`src/rtl/core/sofrx_pkg.sv`:
```
// Shared types and constants for the start-of-frame/length frame receiver.
// No dependencies; imported by every module of the receiver.
`default_nettype none

package sofrx_pkg;

    // Widest index/length the receiver supports (payload buffer up to 64 bytes)
    localparam int LEN_W = 7;

    localparam logic [7:0] START_BYTE_RST = 8'd170;
    localparam logic [5:0] MAX_LENGTH_RST = 6'd32;

    // Configuration register indexes
    localparam logic REG_START_BYTE = 1'b0;
    localparam logic REG_MAX_LENGTH = 1'b1;

    // Header of a frame that passed its check
    typedef struct packed {
        logic [7:0]       frame_type;
        logic [7:0]       device_id;
        logic [LEN_W-1:0] length;
    } t_frame_desc;

    // Payload buffer write from the parser
    typedef struct packed {
        logic             en;
        logic             bank;
        logic [LEN_W-1:0] idx;
        logic [7:0]       data;
    } t_pl_wr;

    // Frame push from the parser into the frame queue
    typedef struct packed {
        logic        valid;
        t_frame_desc desc;
    } t_frame_push;

    // Frame queue status
    typedef struct packed {
        logic        full;
        logic        empty;
        logic        wbank;
        t_frame_desc head;
    } t_fq_stat;

    // Drain side requests into the buffer
    typedef struct packed {
        logic             pop;
        logic [LEN_W-1:0] rd_idx;
    } t_drain_req;

endpackage

`default_nettype wire

```
`src/rtl/core/sofrx_front.sv`:
```
// Frame parser: hunts for the start byte, reads header and length, writes
// payload into the buffer and checks the XOR byte. Depends on sofrx_pkg.
`default_nettype none

module sofrx_front #(
    parameter int MAX_PAYLOAD = 32
) (
    input  wire                       i_clk,
    input  wire                       i_rst_n,
    input  wire                       i_cfg_we,
    input  wire                       i_cfg_idx,
    input  wire  [7:0]                i_cfg_wdata,
    input  wire                       i_accept,
    input  wire  [7:0]                i_rx_byte,
    input  wire                       i_bank,
    output sofrx_pkg::t_pl_wr         o_pl_wr,
    output sofrx_pkg::t_frame_push    o_push
);
    import sofrx_pkg::*;

    typedef enum logic [2:0] {
        PH_HUNT   = 3'd0,
        PH_TYPE   = 3'd1,
        PH_ID     = 3'd2,
        PH_LEN_LO = 3'd3,
        PH_LEN_HI = 3'd4,
        PH_DATA   = 3'd5,
        PH_CHECK  = 3'd6
    } t_phase;

    t_phase           r_phase;
    logic [7:0]       r_start;
    logic [5:0]       r_maxlen;
    logic [7:0]       r_type;
    logic [7:0]       r_id;
    logic [7:0]       r_len_lo;
    logic [LEN_W-1:0] r_len;
    logic [LEN_W-1:0] r_idx;
    logic [7:0]       r_xor;

    logic [15:0]      len16;
    logic             too_long;
    logic [LEN_W-1:0] idx_inc;

    assign len16    = {i_rx_byte, r_len_lo};
    assign too_long = (len16 > 16'(r_maxlen)) || (len16 > 16'(MAX_PAYLOAD));
    assign idx_inc  = r_idx + 1'b1;

    always_comb begin
        o_pl_wr.en   = i_accept && (r_phase == PH_DATA);
        o_pl_wr.bank = i_bank;
        o_pl_wr.idx  = r_idx;
        o_pl_wr.data = i_rx_byte;

        o_push.valid           = i_accept && (r_phase == PH_CHECK) && (r_xor == i_rx_byte);
        o_push.desc.frame_type = r_type;
        o_push.desc.device_id  = r_id;
        o_push.desc.length     = r_len;
    end

    always_ff @(posedge i_clk) begin
        if (!i_rst_n) begin
            r_phase  <= PH_HUNT;
            r_start  <= START_BYTE_RST;
            r_maxlen <= MAX_LENGTH_RST;
            r_xor    <= 8'd0;
            r_idx    <= '0;
        end else begin
            if (i_cfg_we) begin
                unique case (i_cfg_idx)
                    REG_START_BYTE: r_start  <= i_cfg_wdata;
                    REG_MAX_LENGTH: r_maxlen <= i_cfg_wdata[5:0];
                    default: ;
                endcase
            end
            if (i_accept) begin
                unique case (r_phase)
                    PH_HUNT: begin
                        if (i_rx_byte == r_start) begin
                            r_xor   <= 8'd0;
                            r_phase <= PH_TYPE;
                        end
                    end
                    PH_TYPE: begin
                        r_type  <= i_rx_byte;
                        r_xor   <= r_xor ^ i_rx_byte;
                        r_phase <= PH_ID;
                    end
                    PH_ID: begin
                        r_id    <= i_rx_byte;
                        r_xor   <= r_xor ^ i_rx_byte;
                        r_phase <= PH_LEN_LO;
                    end
                    PH_LEN_LO: begin
                        r_len_lo <= i_rx_byte;
                        r_xor    <= r_xor ^ i_rx_byte;
                        r_phase  <= PH_LEN_HI;
                    end
                    PH_LEN_HI: begin
                        r_len <= LEN_W'(len16);
                        r_xor <= r_xor ^ i_rx_byte;
                        r_idx <= '0;
                        // drop oversize frames without waiting for a check byte
                        if (too_long) begin
                            r_phase <= PH_HUNT;
                        end else if (len16 == 16'd0) begin
                            r_phase <= PH_CHECK;
                        end else begin
                            r_phase <= PH_DATA;
                        end
                    end
                    PH_DATA: begin
                        r_xor <= r_xor ^ i_rx_byte;
                        r_idx <= idx_inc;
                        if (idx_inc == r_len) begin
                            r_phase <= PH_CHECK;
                        end
                    end
                    PH_CHECK: begin
                        r_phase <= PH_HUNT;
                    end
                    default: begin
                        r_phase <= PH_HUNT;
                    end
                endcase
            end
        end
    end

endmodule

`default_nettype wire

```
`src/rtl/core/sofrx_buf.sv`:
```
// Two-bank payload buffer and two-entry frame queue between parser and drain.
// Bank i holds the payload of queue slot i. Depends on sofrx_pkg.
`default_nettype none

module sofrx_buf #(
    parameter int MAX_PAYLOAD = 32
) (
    input  wire                        i_clk,
    input  wire                        i_rst_n,
    input  sofrx_pkg::t_pl_wr          i_pl_wr,
    input  sofrx_pkg::t_frame_push     i_push,
    input  sofrx_pkg::t_drain_req      i_drain,
    output sofrx_pkg::t_fq_stat        o_stat,
    output logic [7:0]                 o_rd_data
);
    import sofrx_pkg::*;

    localparam int IW    = (MAX_PAYLOAD > 1) ? $clog2(MAX_PAYLOAD) : 1;
    localparam int DEPTH = 2 << IW;

    logic [7:0]  r_mem [0:DEPTH-1];
    t_frame_desc r_desc [0:1];
    logic        r_wptr;
    logic        r_rptr;
    logic [1:0]  r_count;
    logic [7:0]  r_rd_data;

    always_comb begin
        o_stat.full  = (r_count == 2'd2);
        o_stat.empty = (r_count == 2'd0);
        o_stat.wbank = r_wptr;
        o_stat.head  = r_desc[r_rptr];
    end

    assign o_rd_data = r_rd_data;

    always_ff @(posedge i_clk) begin
        if (i_pl_wr.en) begin
            r_mem[{i_pl_wr.bank, i_pl_wr.idx[IW-1:0]}] <= i_pl_wr.data;
        end
        r_rd_data <= r_mem[{r_rptr, i_drain.rd_idx[IW-1:0]}];
        if (i_push.valid) begin
            r_desc[r_wptr] <= i_push.desc;
        end
    end

    always_ff @(posedge i_clk) begin
        if (!i_rst_n) begin
            r_wptr  <= 1'b0;
            r_rptr  <= 1'b0;
            r_count <= 2'd0;
        end else begin
            if (i_push.valid) begin
                r_wptr <= ~r_wptr;
            end
            if (i_drain.pop) begin
                r_rptr <= ~r_rptr;
            end
            unique case ({i_push.valid, i_drain.pop})
                2'b10:   r_count <= r_count + 2'd1;
                2'b01:   r_count <= r_count - 2'd1;
                default: r_count <= r_count;
            endcase
        end
    end

endmodule

`default_nettype wire

```
`src/rtl/core/sofrx_back.sv`:
```
// Drain sequencer: walks each queued frame's payload out of the buffer and
// holds one result word on the output registers. Depends on sofrx_pkg.
`default_nettype none

module sofrx_back (
    input  wire                    i_clk,
    input  wire                    i_rst_n,
    input  sofrx_pkg::t_fq_stat    i_stat,
    input  wire  [7:0]             i_rd_data,
    input  wire                    i_pop,
    output sofrx_pkg::t_drain_req  o_drain,
    output logic                   o_empty,
    output logic [7:0]             o_frame_type,
    output logic [7:0]             o_device_id,
    output logic [5:0]             o_payload_length,
    output logic [7:0]             o_payload_byte,
    output logic                   o_byte_valid,
    output logic                   o_last
);
    import sofrx_pkg::*;

    typedef enum logic [1:0] {
        S_IDLE = 2'd0,
        S_RD   = 2'd1,
        S_LD   = 2'd2,
        S_OUT  = 2'd3
    } t_state;

    t_state           r_state;
    logic [LEN_W-1:0] r_idx;
    logic [LEN_W-1:0] r_len;
    logic [7:0]       r_type;
    logic [7:0]       r_id;
    logic [7:0]       r_byte;
    logic             r_valid;
    logic             r_last;

    logic [LEN_W-1:0] idx_inc;
    logic             take;

    assign idx_inc = r_idx + 1'b1;
    assign take    = (r_state == S_OUT) && i_pop;

    always_comb begin
        o_drain.pop    = take && r_last;
        o_drain.rd_idx = r_idx;
    end

    assign o_empty          = (r_state != S_OUT);
    assign o_frame_type     = r_type;
    assign o_device_id      = r_id;
    assign o_payload_length = r_len[5:0];
    assign o_payload_byte   = r_byte;
    assign o_byte_valid     = r_valid;
    assign o_last           = r_last;

    always_ff @(posedge i_clk) begin
        if (!i_rst_n) begin
            r_state <= S_IDLE;
            r_idx   <= '0;
            r_last  <= 1'b0;
            r_valid <= 1'b0;
        end else begin
            unique case (r_state)
                S_IDLE: begin
                    if (!i_stat.empty) begin
                        r_type <= i_stat.head.frame_type;
                        r_id   <= i_stat.head.device_id;
                        r_len  <= i_stat.head.length;
                        r_idx  <= '0;
                        // zero-length frame: one word with no payload byte
                        if (i_stat.head.length == '0) begin
                            r_byte  <= 8'd0;
                            r_valid <= 1'b0;
                            r_last  <= 1'b1;
                            r_state <= S_OUT;
                        end else begin
                            r_state <= S_RD;
                        end
                    end
                end
                S_RD: begin
                    r_state <= S_LD;
                end
                S_LD: begin
                    r_byte  <= i_rd_data;
                    r_valid <= 1'b1;
                    r_last  <= (idx_inc == r_len);
                    r_state <= S_OUT;
                end
                S_OUT: begin
                    if (i_pop) begin
                        if (r_last) begin
                            r_state <= S_IDLE;
                        end else begin
                            r_idx   <= idx_inc;
                            r_state <= S_RD;
                        end
                    end
                end
                default: begin
                    r_state <= S_IDLE;
                end
            endcase
        end
    end

endmodule

`default_nettype wire

```
`src/rtl/core/sof_length_frame_receiver.sv`:
```
// Top level of the start-of-frame/length frame receiver with XOR check.
// Instantiates sofrx_front, sofrx_buf and sofrx_back; depends on sofrx_pkg.
//
// Input: one received byte per word on i_rx_byte, taken when push is high and
// full is low. The parser takes one byte per cycle while not full. full rises
// only while two checked frames await draining (both payload banks in use).
// Output: a frame that passes its XOR check comes out as a run of words, one
// per payload byte, with type, ID and length on every word and o_last on the
// final one; a zero-length frame gives a single word with o_byte_valid low.
// The oldest word is on the result ports while empty is low; pop takes it.
// With the drain idle, the first word of a frame shows once its check byte is
// taken and the drain has passed its idle, read and load states (idle only for
// a zero-length frame). Each following word passes read and load after the
// previous pop, set by the registered buffer read; a last pop returns to idle.
// While the receiver holds pop low, the current word holds and the parser
// keeps taking bytes until two finished frames are queued.
// Reset (i_rst_n, synchronous, active low) returns the parser to hunting, sets
// start_byte to 0xAA and max_length to 32, and empties the frame queue.
// Configuration: i_cfg_we with i_cfg_idx 0 (start_byte) or 1 (max_length).
`default_nettype none

module sof_length_frame_receiver #(
    parameter int MAX_PAYLOAD = 32
) (
    input  wire        i_clk,
    input  wire        i_rst_n,
    input  wire        i_cfg_we,
    input  wire        i_cfg_idx,
    input  wire  [7:0] i_cfg_wdata,
    input  wire        push,
    output logic       full,
    input  wire  [7:0] i_rx_byte,
    output logic       empty,
    input  wire        pop,
    output logic [7:0] o_frame_type,
    output logic [7:0] o_device_id,
    output logic [5:0] o_payload_length,
    output logic [7:0] o_payload_byte,
    output logic       o_byte_valid,
    output logic       o_last
);
    import sofrx_pkg::*;

    t_pl_wr      pl_wr;
    t_frame_push fq_push;
    t_fq_stat    fq_stat;
    t_drain_req  drain;
    logic [7:0]  rd_data;
    logic        accept;

    assign full   = fq_stat.full;
    assign accept = push && !fq_stat.full;

    sofrx_front #(
        .MAX_PAYLOAD (MAX_PAYLOAD)
    ) u_front (
        .i_clk       (i_clk),
        .i_rst_n     (i_rst_n),
        .i_cfg_we    (i_cfg_we),
        .i_cfg_idx   (i_cfg_idx),
        .i_cfg_wdata (i_cfg_wdata),
        .i_accept    (accept),
        .i_rx_byte   (i_rx_byte),
        .i_bank      (fq_stat.wbank),
        .o_pl_wr     (pl_wr),
        .o_push      (fq_push)
    );

    sofrx_buf #(
        .MAX_PAYLOAD (MAX_PAYLOAD)
    ) u_buf (
        .i_clk     (i_clk),
        .i_rst_n   (i_rst_n),
        .i_pl_wr   (pl_wr),
        .i_push    (fq_push),
        .i_drain   (drain),
        .o_stat    (fq_stat),
        .o_rd_data (rd_data)
    );

    sofrx_back u_back (
        .i_clk            (i_clk),
        .i_rst_n          (i_rst_n),
        .i_stat           (fq_stat),
        .i_rd_data        (rd_data),
        .i_pop            (pop),
        .o_drain          (drain),
        .o_empty          (empty),
        .o_frame_type     (o_frame_type),
        .o_device_id      (o_device_id),
        .o_payload_length (o_payload_length),
        .o_payload_byte   (o_payload_byte),
        .o_byte_valid     (o_byte_valid),
        .o_last           (o_last)
    );

endmodule

`default_nettype wire

```
`config.mk`:
```
export PLATFORM = sky130hd
export DESIGN_NAME = sof_length_frame_receiver
export DESIGN_NICKNAME = d
export VERILOG_FILES = /design/src/rtl/core/sofrx_pkg.sv /design/src/rtl/core/sofrx_front.sv /design/src/rtl/core/sofrx_buf.sv /design/src/rtl/core/sofrx_back.sv /design/src/rtl/core/sof_length_frame_receiver.sv
export SDC_FILE = /design/constraint.sdc
export NUM_CORES = 1
export LEC_CHECK = 0
export BUFFER_PORTS_ARGS = -buffer_cell sky130_fd_sc_hd__buf_2
export CORE_MARGIN = 1
export CORE_UTILIZATION = 58
export CTS_BUF_LIST = sky130_fd_sc_hd__clkbuf_4 sky130_fd_sc_hd__clkbuf_8
export CTS_CLUSTER_DIAMETER = 30
export DETAILED_ROUTE_END_ITERATION = 6
export PLACE_DENSITY = 0.79
export SYNTH_ARGS = -nofsm -noshare
export SYNTH_HDL_FRONTEND = slang
export SYNTH_HIERARCHICAL = 1
export SYNTH_SLANG_ARGS = --single-unit
```
`constraint.sdc`:
```
create_clock -name i_clk -period 3.4 [get_ports i_clk]
set_clock_uncertainty 0.2 [all_clocks]
set_input_delay 0.34 -clock i_clk [delete_from_list [all_inputs] [get_ports i_clk]]
set_output_delay 0.34 -clock i_clk [all_outputs]
set_load 0.005 [all_outputs]
```
==> qor.json, run 1 <==
{
  "run_status": {"value": "finished clean"},
  "cellLeakagePower": {"value": 0.01014, "unit": "uW"},
  "initial_core_util": {"value": 58.93, "unit": "%"},
  "path_cells": {"value": "nand2b_1 -> nor2_1 -> and2_1 -> nor2b_1 -> nand2_1 -> buf_4 -> nor2_1 -> buf_4"},
  "mappedNetlistArea": {"value": 0.02674, "unit": "mm^2"},
  "synthCells": {"value": 1468},
  "reg2regPathDepth": {"value": 8},
  "yosys_register_bits": {"value": 676},
  "yosys.cell_types.count": {"value": 67},
  "power.combinational.fraction": {"value": 3.5, "unit": "%"},
  "dpl.hpwl": {"value": 35530, "unit": "um"},
  "design.die.area": {"value": 0.04697, "unit": "mm^2"},
  "final_layout_size_suffix_gt1_share": {"value": 29.96, "unit": "%"},
  "gr-total-overflow": {"value": 0},
  "fillers": {"value": 2749},
  "synth.cells.most_frequent": {"value": "sky130_fd_sc_hd__edfxtp_1, sky130_fd_sc_hd__mux4_2, sky130_fd_sc_hd__nor2_1, sky130_fd_sc_hd__nand2_1, sky130_fd_sc_hd__dfxtp_1"},
  "cts_post_setup_buffers_inserted": {"value": 0},
  "synth-edff-count": {"value": 620},
  "ir_worst_vdd": {"value": 630.7, "unit": "uV"},
  "worst_hold_path.num_cells": {"value": 6},
  "grt_pass1_vias": {"value": 14974},
  "drt-initial-drc-count": {"value": 1730},
  "largest_register_ff_count": {"value": 512},
  "report.final.slew_viol_count": {"value": 0},
  "layout_min_cycle_time": {"value": 3.220, "unit": "ns"},
  "portBuffers": {"value": 55},
  "cap_violations": {"value": 0},
  "synth_largest_type_area_fraction": {"value": 69.61, "unit": "%"},
  "grt_start_max_net_pins": {"value": 71},
  "async_reset_ff_share": {"value": 0, "unit": "%"},
  "setup-violations-final": {"value": 0},
  "share_of_the_clock_period_used_by_the_worst_path_after_layout": {"value": 94.70, "unit": "%"},
  "critPathMaxStageDelay": {"value": 0.56, "unit": "ns"},
  "avgViaCountPerCell": {"value": 6.155},
  "power.switching": {"value": 3894, "unit": "uW"},
  "row_count": {"value": 78},
  "ioPinCount": {"value": 56},
  "cts_buffers": {"value": 119},
  "cellInternalPower": {"value": 13890, "unit": "uW"},
  "diodes": {"value": 0},
  "route.detailed.wl_per_inst": {"value": 24.60, "unit": "um"},
  "critical_path.slowest_cell": {"value": "sky130_fd_sc_hd__dfxtp_1"},
  "switch_share": {"value": 21.90, "unit": "%"},
  "crit_type": {"value": "flop to flop"},
  "hold_start": {"value": "i_rx_byte[5]"},
  "cts_tree": {"value": "done"},
  "end_kind": {"value": "flop"},
  "hold_violations": {"value": 0},
  "totalWireLength": {"value": 58940, "unit": "um"},
  "core_region_area": {"value": 0.04538, "unit": "mm^2"},
  "cts_root_buffer": {"value": "sky130_fd_sc_hd__clkbuf_8"},
  "clkPwrFrac": {"value": 45.0, "unit": "%"},
  "synth_warnings": {"value": 6},
  "clk-insertion-delay-late": {"value": 0.73, "unit": "ns"},
  "multi_input_area": {"value": 0.006495, "unit": "mm^2"},
  "number_of_remaining_drc_errors": {"value": 0},
  "final_sum_of_negative_setup_slack": {"value": 0, "unit": "ns"},
  "cts.clk_slew.worst_paths": {"value": 0.06, "unit": "ns"},
  "min-delay-path-class": {"value": "input pin to flop"},
  "placed_instance_count": {"value": 2138},
  "max_slew_margin_vs_limit": {"value": 41.57, "unit": "%"},
  "layout_area_growth_over_synthesis": {"value": 16.34, "unit": "%"},
  "maxClockFrequency": {"value": 310.6, "unit": "MHz"},
  "top_cell_type_by_total_area_after_synthesis": {"value": "sky130_fd_sc_hd__edfxtp_1"},
  "max_slew.worst_pin.slew": {"value": 0.8765, "unit": "ns"},
  "postRouteAntennaNets": {"value": 0},
  "kind_of_start_point_of_the_critical_path": {"value": "flop"},
  "timing.critical_path.buf_inv": {"value": 2},
  "yosys-top-cells-area": {"value": "sky130_fd_sc_hd__edfxtp_1, sky130_fd_sc_hd__mux4_2, sky130_fd_sc_hd__dfxtp_1"},
  "synthMostInstantiatedCell": {"value": "sky130_fd_sc_hd__edfxtp_1"},
  "synth_nets": {"value": 1504},
  "die-width": {"value": 216.7, "unit": "um"},
  "die_height": {"value": 216.7, "unit": "um"},
  "register_area": {"value": 0.01975, "unit": "mm^2"},
  "wire_length_of_the_first_global_routing_pass": {"value": 89500, "unit": "um"},
  "r2r_end": {"value": "u_buf/r_mem[25][0]"},
  "num-nets-final": {"value": 1730},
  "critical_path.top_delay_family": {"value": "simple AND/OR/NAND/NOR gates"},
  "detailroute.via_count": {"value": 14748},
  "worstPathArrival": {"value": 3.42, "unit": "ns"},
  "globalRouteTotalUtil": {"value": 25.82, "unit": "%"},
  "grt_setup_unrepaired": {"value": "no"},
  "cts.sinks": {"value": 676},
  "seq_power_share": {"value": 51.4, "unit": "%"},
  "gp_congestion": {"value": 0.8598},
  "cts-root-to-sink-buffers": {"value": 3},
  "postSynth.topFlopCell": {"value": "sky130_fd_sc_hd__edfxtp_1"},
  "seq_area_frac_synth": {"value": 73.81, "unit": "%"},
  "layout.cells.non_filler": {"value": 2396},
  "critical_path.reg2reg.startpoint": {"value": "u_front/r_phase[2]"},
  "syn_avg_cell_area": {"value": 18.22, "unit": "um^2"},
  "timing.critical_path.fanout_max": {"value": 12},
  "reg2reg_setup_slack": {"value": 0.18, "unit": "ns"},
  "power_density": {"value": 571.5, "unit": "mW/mm^2"},
  "hold-path-endpoint": {"value": "u_buf/r_wptr"},
  "ctsHtreeMaxLevel": {"value": 3},
  "worstPathRequired": {"value": 3.60, "unit": "ns"},
  "grt_antenna_before_repair": {"value": 0},
  "drt_pass1_iterations": {"value": 5}
}
cell usage in the layout (no fill, tap or decap), types with 9 or more instances in the layout:
cell type	instances
sky130_fd_sc_hd__nor2b_1	17
sky130_fd_sc_hd__mux2_2	33
sky130_fd_sc_hd__and2_1	19
sky130_fd_sc_hd__mux4_2	128
sky130_fd_sc_hd__nor2_1	91
sky130_fd_sc_hd__buf_2	55
sky130_fd_sc_hd__bufinv_16	10
sky130_fd_sc_hd__nand4_1	10
sky130_fd_sc_hd__o21ai_0	31
sky130_fd_sc_hd__dfxtp_1	53
sky130_fd_sc_hd__clkinv_4	12
sky130_fd_sc_hd__clkinv_2	27
sky130_fd_sc_hd__mux2i_1	11
sky130_fd_sc_hd__a22oi_1	40
sky130_fd_sc_hd__o21ai_1	9
sky130_fd_sc_hd__xnor2_1	23
sky130_fd_sc_hd__a21oi_1	32
sky130_fd_sc_hd__clkinv_1	13
sky130_fd_sc_hd__nand2b_1	27
sky130_fd_sc_hd__nand2_1	75
sky130_fd_sc_hd__edfxtp_1	620
sky130_fd_sc_hd__nand3_1	26
sky130_fd_sc_hd__ha_1	14
sky130_fd_sc_hd__clkbuf_8	127
sky130_fd_sc_hd__clkbuf_4	19
sky130_fd_sc_hd__buf_4	87
sky130_fd_sc_hd__dlygate4sd3_1	35
sky130_fd_sc_hd__inv_1	13
per-stage QoR:
stage,instance area (um^2),setup slack [ns],hold slack [ns],total power (uW),utilization (%)
3_5_place_dp,28110,0.3178,0.2296,9907,61.95
5_1_grt,31110,0.01913,0.1189,18340,68.56
4_1_cts,31110,0.3073,0.03171,17880,68.55
2_1_floorplan,26740,0.1395,0.2215,9691,-
3_3_place_gp,28110,0.4934,0.2236,9885,61.95
6_report,31110,0.1802,0.09794,17780,68.56
repair_timing:
item / CTS / global route
resized for setup: 0 / 2
hold buffers: 35 / 0
endpoints found under the hold margin: 40 / 0
endpoints found under the setup margin: 0 / 17
tightest hold or removal path, cell delays in order:
cell and delay (ns):
sky130_fd_sc_hd__buf_2 0.13, sky130_fd_sc_hd__xnor2_1 0.07, sky130_fd_sc_hd__nand4_1 0.12, sky130_fd_sc_hd__nor4_1 0.08
sky130_fd_sc_hd__nor2b_1 0.13, sky130_fd_sc_hd__o21a_1 0.12
worst max-delay path by stage:
stage	start	to	slack, ns	cells after the start
final	u_front/r_phase[2]	u_buf/r_mem[25][0]	0.18	8
after global routing	u_front/r_phase[2]	u_buf/r_mem[32][3]	0.02	7
after floorplan	u_back/r_state[0]	u_back/o_device_id[0]	0.14	5
after CTS	u_front/r_phase[2]	u_buf/r_mem[40][4]	0.31	7
after detailed placement	u_front/r_phase[2]	u_buf/r_mem[40][5]	0.32	7
after global placement	u_front/r_phase[2]	u_buf/r_mem[40][6]	0.49	7
power groups by stage:
stage | logic (uW) | clock network [uW] | registers (uW)
after floorplan | 398 | 0 | 9290
after global placement | 573 | 0 | 9310
after detailed placement | 590 | 0 | 9320
after CTS | 624 | 8120 | 9140
after global routing | 678 | 8520 | 9140
final | 629 | 8010 | 9140
cell type report:
type                            count  share of cell area [%]
Sequential cell                   676                   63.47
Multi-Input combinational cell    698                   20.87
Clock buffer                      146                   6.076
Timing Repair Buffer              184                   4.560
Clock inverter                     77                   2.429
Tap cell                          600                   2.413
Inverter                           15                  0.1810
layer usage:
metal | vias up | wire length (um) | track usage, %
met5 | - | 0 | 0
met4 | 0 | 1762 | 11.06
met3 | 114 | 4858 | 5.171
met2 | 796 | 29800 | 42.36
met1 | 7500 | 22520 | 33.96
li1 | 6338 | - | -
cells by family after synthesis:
kind of cell	share of synthesized area [%]
DFF	73.81
and+or+nand+nor	5.881
muxes	12.58
AOI/OAI and AO/OA	4.173
buffers and inverters	1.956
xor gates and xnor gates	0.9497
adders and majority gates	0.6550
Power figures use the tool's default switching activity.
==> inputs of run 2 (changes only) <==
--- a/config.mk
+++ b/config.mk
@@ -11,6 +11,7 @@
 export CTS_BUF_LIST = sky130_fd_sc_hd__clkbuf_4 sky130_fd_sc_hd__clkbuf_8
 export CTS_CLUSTER_DIAMETER = 30
 export DETAILED_ROUTE_END_ITERATION = 6
+export MAX_ROUTING_LAYER = met4
 export PLACE_DENSITY = 0.79
 export SYNTH_ARGS = -nofsm -noshare
 export SYNTH_HDL_FRONTEND = slang
==> qor.json, run 2 (synthesized netlist as in run 1, its figures left out) <==
{
  "design.die.area": {"value": 0.04697, "unit": "mm^2", "change": "unchanged"},
  "row_count": {"value": 78, "change": "unchanged"},
  "reg2reg_setup_slack": {"value": 0.21, "unit": "ns", "change": "+0.03 ns"},
  "globalRouteTotalUtil": {"value": 26.63, "unit": "%", "change": "+0.80 points"},
  "core_region_area": {"value": 0.04538, "unit": "mm^2", "change": "unchanged"},
  "portBuffers": {"value": 55, "change": "unchanged"},
  "max_slew_margin_vs_limit": {"value": 41.36, "unit": "%", "change": "-0.20 points"},
  "largest_register_ff_count": {"value": 512, "change": "unchanged"},
  "die-width": {"value": 216.7, "unit": "um", "change": "unchanged"},
  "totalWireLength": {"value": 59050, "unit": "um", "change": "+0.17%"},
  "layout.cells.non_filler": {"value": 2396, "change": "unchanged"},
  "final_layout_size_suffix_gt1_share": {"value": 29.96, "unit": "%", "change": "unchanged"},
  "dpl.hpwl": {"value": 35530, "unit": "um", "change": "unchanged"},
  "placed_instance_count": {"value": 2138, "change": "unchanged"},
  "clk-insertion-delay-late": {"value": 0.72, "unit": "ns", "change": "about the same"},
  "layout_area_growth_over_synthesis": {"value": 16.34, "unit": "%", "change": "unchanged"},
  "reg2regPathDepth": {"value": 8, "change": "unchanged"},
  "route.detailed.wl_per_inst": {"value": 24.64, "unit": "um", "change": "+0.17%"},
  "cts.sinks": {"value": 676, "change": "unchanged"},
  "r2r_end": {"value": "u_buf/r_mem[25][0]"},
  "worstPathRequired": {"value": 3.61, "unit": "ns", "change": "about the same"},
  "layout_commonest_cell": {"value": "sky130_fd_sc_hd__edfxtp_1"},
  "num-nets-final": {"value": 1730, "change": "unchanged"},
  "cts_post_setup_buffers_inserted": {"value": 0, "change": "unchanged"},
  "fillers": {"value": 2749, "change": "unchanged"},
  "grt_setup_unrepaired": {"value": "no"},
  "setup-violations-final": {"value": 0, "change": "unchanged"},
  "cts.clk_slew.worst_paths": {"value": 0.06, "unit": "ns", "change": "about the same"},
  "wire_length_of_the_first_global_routing_pass": {"value": 89420, "unit": "um", "change": "about the same"},
  "run_status": {"value": "finished clean"},
  "ctsHtreeMaxLevel": {"value": 3, "change": "unchanged"},
  "gp_congestion": {"value": 0.8743, "change": "+1.7%"},
  "cts_tree": {"value": "done"},
  "min-delay-path-class": {"value": "input pin to flop"},
  "register_area": {"value": 0.01975, "unit": "mm^2", "change": "unchanged"},
  "layout_min_cycle_time": {"value": 3.190, "unit": "ns", "change": "-0.02987 ns"},
  "cap_violations": {"value": 0, "change": "unchanged"},
  "kind_of_start_point_of_the_critical_path": {"value": "flop"},
  "cts_buffers": {"value": 119, "change": "unchanged"},
  "initial_core_util": {"value": 58.93, "unit": "%", "change": "unchanged"},
  "avgViaCountPerCell": {"value": 6.142, "change": "-0.21%"},
  "report.final.slew_viol_count": {"value": 0, "change": "unchanged"},
  "gr-total-overflow": {"value": 0, "change": "unchanged"},
  "share_of_the_clock_period_used_by_the_worst_path_after_layout": {"value": 93.82, "unit": "%", "change": "-0.88 points"},
  "postRouteAntennaNets": {"value": 0, "change": "unchanged"},
  "number_of_remaining_drc_errors": {"value": 0, "change": "unchanged"},
  "crit_type": {"value": "flop to flop"},
  "grt_pass1_vias": {"value": 14987, "change": "+0.087%"},
  "cp-endpoint": {"value": "u_buf/r_mem[25][0]"},
  "end_kind": {"value": "flop"},
  "drt_pass1_iterations": {"value": 5, "change": "unchanged"},
  "max_slew.worst_pin.slew": {"value": 0.8796, "unit": "ns", "change": "+0.003069 ns"},
  "cts-root-to-sink-buffers": {"value": 3, "change": "unchanged"},
  "diodes": {"value": 0, "change": "unchanged"},
  "critPathLaunch": {"value": "u_front/r_phase[2]"},
  "timing.critical_path.fanout_max": {"value": 12, "change": "unchanged"},
  "grt_start_max_net_pins": {"value": 71, "change": "unchanged"},
  "cellLeakagePower": {"value": 0.01014, "unit": "uW", "change": "unchanged"},
  "cts_root_buffer": {"value": "sky130_fd_sc_hd__clkbuf_8"},
  "layout_common_cells": {"value": "sky130_fd_sc_hd__edfxtp_1, sky130_fd_sc_hd__mux4_2, sky130_fd_sc_hd__clkbuf_8, sky130_fd_sc_hd__nor2_1, sky130_fd_sc_hd__buf_4"},
  "ioPinCount": {"value": 56, "change": "unchanged"},
  "multi_input_area": {"value": 0.006495, "unit": "mm^2", "change": "unchanged"},
  "power_density": {"value": 571.5, "unit": "mW/mm^2", "change": "about the same"},
  "maxClockFrequency": {"value": 313.5, "unit": "MHz", "change": "+0.94%"},
  "drt-initial-drc-count": {"value": 1614, "change": "-6.7%"},
  "die_height": {"value": 216.7, "unit": "um", "change": "unchanged"},
  "ir_worst_vdd": {"value": 630.2, "unit": "uV", "change": "about the same"},
  "final_sum_of_negative_setup_slack": {"value": 0, "unit": "ns", "change": "unchanged"},
  "critical_path.reg2reg.startpoint": {"value": "u_front/r_phase[2]"},
  "hold_violations": {"value": 0, "change": "unchanged"},
  "grt_antenna_before_repair": {"value": 0, "change": "unchanged"},
  "worstPathArrival": {"value": 3.40, "unit": "ns", "change": "-0.02 ns"},
  "detailroute.via_count": {"value": 14717, "change": "-0.21%"}
}
==> run 2: worst min path at each step <==
stage	startpoint	end	slack, ns	cells after the start
after floorplan	u_front/r_id[3]	u_buf/r_desc[0][10]	0.22	0
after global placement	u_front/r_type[2]	u_buf/r_desc[0][17]	0.22	0
after detailed placement	u_front/r_type[3]	u_buf/r_desc[1][18]	0.23	0
after CTS	i_rx_byte[2]	u_front/r_phase[2]	0.03	6
after global routing	i_rx_byte[2]	u_buf/r_wptr	0.12	6
final	i_rx_byte[2]	u_front/r_phase[1]	0.09	6
==> run 2: worst max-delay path: stages, from the launching register on <==
cell	delay, ns
sky130_fd_sc_hd__dfxtp_1	0.55
sky130_fd_sc_hd__nand2b_1	0.16
sky130_fd_sc_hd__nor2_1	0.37
sky130_fd_sc_hd__and2_1	0.36
sky130_fd_sc_hd__nor2b_1	0.38
sky130_fd_sc_hd__nand2_1	0.28
sky130_fd_sc_hd__buf_4	0.25
sky130_fd_sc_hd__nor2_1	0.11
sky130_fd_sc_hd__buf_4	0.20
==> run 2: power by group <==
group / internal [uW] / leakage [uW] / switching, uW
Sequential: 9100 / 0.00603 / 44.3
Combinational: 241 / 0.00272 / 391
Clock: 4550 / 0.00138 / 3460
==> run 2: per-stage QoR <==
step	hold WS (ns)	total power [uW]	util [%]	area, um^2	setup slack [ns]
finish	0.09424	17780	68.56	31110	0.2101
global route	0.1184	18340	68.56	31110	0.01832
CTS	0.03171	17880	68.55	31110	0.3073
detailed placement	0.2296	9907	61.95	28110	0.3178
global placement	0.2236	9885	61.95	28110	0.4934
floorplan	0.2215	9691	-	26740	0.1395
==> run 2: what timing repair did <==
action                                  in CTS  in global routing
hold buffers                                35                  0
endpoints found under the setup margin       0                 24
endpoints found under the hold margin       40                  0
gates resized for setup                      0                  2
==> run 2: area by class of cell <==
cell class / instances / share of cell area, %
flip-flops and latches: 676 / 63.47
multi-input cells: 698 / 20.87
clock buffers: 146 / 6.076
repair buffers: 184 / 4.560
clock inverters: 77 / 2.429
well taps: 600 / 2.413
inverters: 15 / 0.1810
==> run 2: routing by layer <==
| metal | GRT usage (%) | up-vias | wire length [um] |
|---|---|---|---|
| met4 | 10.96 | 0 | 1939 |
| met5 | - | - | 0 |
| met1 | 33.81 | 7461 | 22560 |
| met2 | 42.46 | 776 | 29660 |
| li1 | - | 6332 | - |
| met3 | 5.283 | 148 | 4884 |
==> inputs of run 3 (changes only) <==
--- a/config.mk
+++ b/config.mk
@@ -7,12 +7,11 @@
 export LEC_CHECK = 0
 export BUFFER_PORTS_ARGS = -buffer_cell sky130_fd_sc_hd__buf_2
 export CORE_MARGIN = 1
-export CORE_UTILIZATION = 58
+export CORE_UTILIZATION = 35
 export CTS_BUF_LIST = sky130_fd_sc_hd__clkbuf_4 sky130_fd_sc_hd__clkbuf_8
 export CTS_CLUSTER_DIAMETER = 30
 export DETAILED_ROUTE_END_ITERATION = 6
-export MAX_ROUTING_LAYER = met4
-export PLACE_DENSITY = 0.79
+export PLACE_DENSITY = 0.52
 export SYNTH_ARGS = -nofsm -noshare
 export SYNTH_HDL_FRONTEND = slang
 export SYNTH_HIERARCHICAL = 1
==> qor.json, run 3 (synthesized netlist as in run 1, its figures left out) <==
{
  "drt_pass1_iterations": {"value": 5, "change": "unchanged"},
  "gp_congestion": {"value": 0.8460, "change": "-3.2%"},
  "hold_violations": {"value": 0, "change": "unchanged"},
  "drt-initial-drc-count": {"value": 998, "change": "-38%"},
  "grt_pass1_vias": {"value": 15126, "change": "+0.93%"},
  "avgViaCountPerCell": {"value": 5.096, "change": "-17%"},
  "end_kind": {"value": "flop"},
  "critPathMaxStageDelay": {"value": 0.85, "unit": "ns", "change": "+0.30 ns"},
  "max_slew.worst_pin.slew": {"value": 0.9776, "unit": "ns", "change": "+0.09799 ns"},
  "cap_violations": {"value": 0, "change": "unchanged"},
  "fin_util": {"value": 42.92, "unit": "%", "change": "-26 points"},
  "globalRouteTotalUtil": {"value": 16.98, "unit": "%", "change": "-9.6 points"},
  "maxClockFrequency": {"value": 311.4, "unit": "MHz", "change": "-0.67%"},
  "timing.critical_path.buf_inv": {"value": 1, "change": "-1"},
  "critical_path.slowest_cell": {"value": "sky130_fd_sc_hd__dfxtp_1"},
  "report.final.slew_viol_count": {"value": 0, "change": "unchanged"},
  "setup-violations-final": {"value": 0, "change": "unchanged"},
  "totalWireLength": {"value": 64570, "unit": "um", "change": "+9.3%"},
  "cts_post_setup_buffers_inserted": {"value": 0, "change": "unchanged"},
  "register_area": {"value": 0.01975, "unit": "mm^2", "change": "about the same"},
  "layout_area_growth_over_synthesis": {"value": 20.48, "unit": "%"},
  "wire_length_of_the_first_global_routing_pass": {"value": 96120, "unit": "um", "change": "+7.5%"},
  "num-nets-final": {"value": 1775, "change": "+2.6%"},
  "portBuffers": {"value": 55, "change": "unchanged"},
  "switch_share": {"value": 21.47, "unit": "%", "change": "-0.42 points"},
  "fillers": {"value": 6659, "change": "+140%"},
  "ioPinCount": {"value": 56, "change": "unchanged"},
  "power": {"value": 19080, "unit": "uW", "change": "+7.3%"},
  "die-width": {"value": 278.4, "unit": "um", "change": "+28%"},
  "cts_tree": {"value": "done"},
  "layout_min_cycle_time": {"value": 3.211, "unit": "ns", "change": "+0.02148 ns"},
  "worstPathRequired": {"value": 3.92, "unit": "ns", "change": "+0.31 ns"},
  "grt_antenna_before_repair": {"value": 1, "change": "+1"},
  "grt_start_max_net_pins": {"value": 70, "change": "-1.4%"},
  "cts.clk_slew.worst_paths": {"value": 0.06, "unit": "ns", "change": "about the same"},
  "route.detailed.wl_per_inst": {"value": 22.90, "unit": "um", "change": "-7.1%"},
  "crit_type": {"value": "flop to flop"},
  "max_slew_margin_vs_limit": {"value": 34.69, "unit": "%", "change": "-6.7 points"},
  "multi_input_area": {"value": 0.006490, "unit": "mm^2", "change": "about the same"},
  "ir_worst_vdd": {"value": 298.3, "unit": "uV", "change": "-53%"},
  "cellLeakagePower": {"value": 0.01046, "unit": "uW", "change": "+3.2%"},
  "cts_buffers": {"value": 141, "change": "+18%"},
  "worst_hold_path.num_cells": {"value": 7, "change": "+1"},
  "final_area": {"value": 0.03222, "unit": "mm^2", "change": "+3.6%"},
  "clk-insertion-delay-late": {"value": 0.78, "unit": "ns", "change": "+0.06 ns"},
  "run_status": {"value": "finished clean"},
  "cellInternalPower": {"value": 14980, "unit": "uW", "change": "+7.9%"},
  "ctsHtreeMaxLevel": {"value": 4, "change": "+1"},
  "row_count": {"value": 100, "change": "+28%"},
  "cts-root-to-sink-buffers": {"value": 3, "change": "unchanged"},
  "share_of_the_clock_period_used_by_the_worst_path_after_layout": {"value": 94.45, "unit": "%", "change": "+0.63 points"},
  "grt_setup_unrepaired": {"value": "no"},
  "critical_path.top_delay_family": {"value": "flip-flops"},
  "reg2regPathDepth": {"value": 7, "change": "-1"},
  "min-delay-path-class": {"value": "input pin to flop"},
  "gr-total-overflow": {"value": 0, "change": "unchanged"},
  "layout_commonest_cell": {"value": "sky130_fd_sc_hd__edfxtp_1"},
  "number_of_remaining_drc_errors": {"value": 0, "change": "unchanged"},
  "power_density": {"value": 592.2, "unit": "mW/mm^2", "change": "+3.6%"},
  "design.die.area": {"value": 0.07752, "unit": "mm^2", "change": "+65%"},
  "layout.cells.non_filler": {"value": 2819, "change": "+18%"},
  "postRouteAntennaNets": {"value": 0, "change": "unchanged"},
  "placed_cell_area": {"value": 0.02868, "unit": "mm^2", "change": "+2.0%"},
  "initial_core_util": {"value": 35.63, "unit": "%", "change": "-23 points"},
  "core_region_area": {"value": 0.07507, "unit": "mm^2", "change": "+65%"},
  "kind_of_start_point_of_the_critical_path": {"value": "flop"},
  "seq_power_share": {"value": 47.9, "unit": "%", "change": "-3.5 points"},
  "largest_register_ff_count": {"value": 512, "change": "unchanged"},
  "power.switching": {"value": 4097, "unit": "uW", "change": "+5.2%"},
  "timing.critical_path.fanout_max": {"value": 16, "change": "+4"},
  "final_layout_size_suffix_gt1_share": {"value": 30.99, "unit": "%", "change": "+1.0 points"},
  "path_cells": {"value": "and3_4 -> nand3_2 -> xnor2_1 -> nand4_1 -> a221oi_2 -> mux2i_1 -> dlygate4sd3_1"},
  "worstPathArrival": {"value": 3.74, "unit": "ns", "change": "+0.34 ns"},
  "cts_root_buffer": {"value": "sky130_fd_sc_hd__clkbuf_8"},
  "detailroute.via_count": {"value": 14365, "change": "-2.4%"},
  "crit_cells": {"value": 7, "change": "-1"},
  "cts.sinks": {"value": 676, "change": "unchanged"},
  "placed_instance_count": {"value": 2522, "change": "+18%"},
  "clkPwrFrac": {"value": 48.7, "unit": "%", "change": "+3.7 points"},
  "final_sum_of_negative_setup_slack": {"value": 0, "unit": "ns", "change": "unchanged"},
  "die_height": {"value": 278.4, "unit": "um", "change": "+28%"},
  "layout_common_cells": {"value": "sky130_fd_sc_hd__edfxtp_1, sky130_fd_sc_hd__clkbuf_8, sky130_fd_sc_hd__mux4_2, sky130_fd_sc_hd__buf_4, sky130_fd_sc_hd__nor2_1"},
  "dpl.hpwl": {"value": 39230, "unit": "um", "change": "+10%"},
  "power.combinational.fraction": {"value": 3.3, "unit": "%", "change": "-0.3 points"}
}
run 3: worst register-to-register path, delay by kind of cell (launching register included):
kind,cells,cell delay [ns]
compound gates,1,0.49
buf+inv,1,0.56
xor+xnor,1,0.22
simple gates,3,0.61
flops,1,0.85
mux,1,0.24
run 3: timing repair:
item	CTS	global route
gates resized for setup	0	1
hold buffers	43	0
setup endpoints to repair	0	1
hold endpoints to repair	66	0
run 3: area by class of cell:
class	instances	share of cell area, %
Timing Repair Buffer	207	4.963
Clock buffer	169	6.850
Inverter	15	0.1747
Antenna cell	1	0.007766
Clock inverter	84	2.800
Tap cell	969	3.763
Multi-Input combinational cell	698	20.14
Sequential cell	676	61.30
run 3: per-stage QoR:
step,hold slack [ns],setup WS (ns)
final,0.09932,0.1886
after global routing,0.1356,0.04599
after CTS,0.03021,0.2071
after detailed placement,0.2319,0.4721
after global placement,0.2239,0.4841
after floorplan,0.2215,0.1395
run 3: path summary, 6_finish.rpt:
path	from	end	slack [ns]
setup / recovery	u_front/r_idx[3]	u_front/r_phase[1]	0.19
hold reg to reg	u_front/r_id[4]	u_buf/r_desc[0][11]	0.24
hold / removal	i_rx_byte[2]	u_buf/r_wptr	0.1
setup reg to reg	u_front/r_idx[3]	u_front/r_phase[1]	0.19
run 3: layer usage:
metal,GRT usage (%),share of wire (%)
met3,3.660,4.6
met5,0,0
met1,21.88,43
met2,27.97,50
met4,6.658,2.4
run 3: power groups by stage:
stage	combinational, uW	sequential [uW]	clock [uW]
floorplan	398	9290	0
CTS	643	9150	9510
detailed placement	610	9320	0
finish	631	9150	9300
global placement	600	9320	0
global route	694	9150	9900
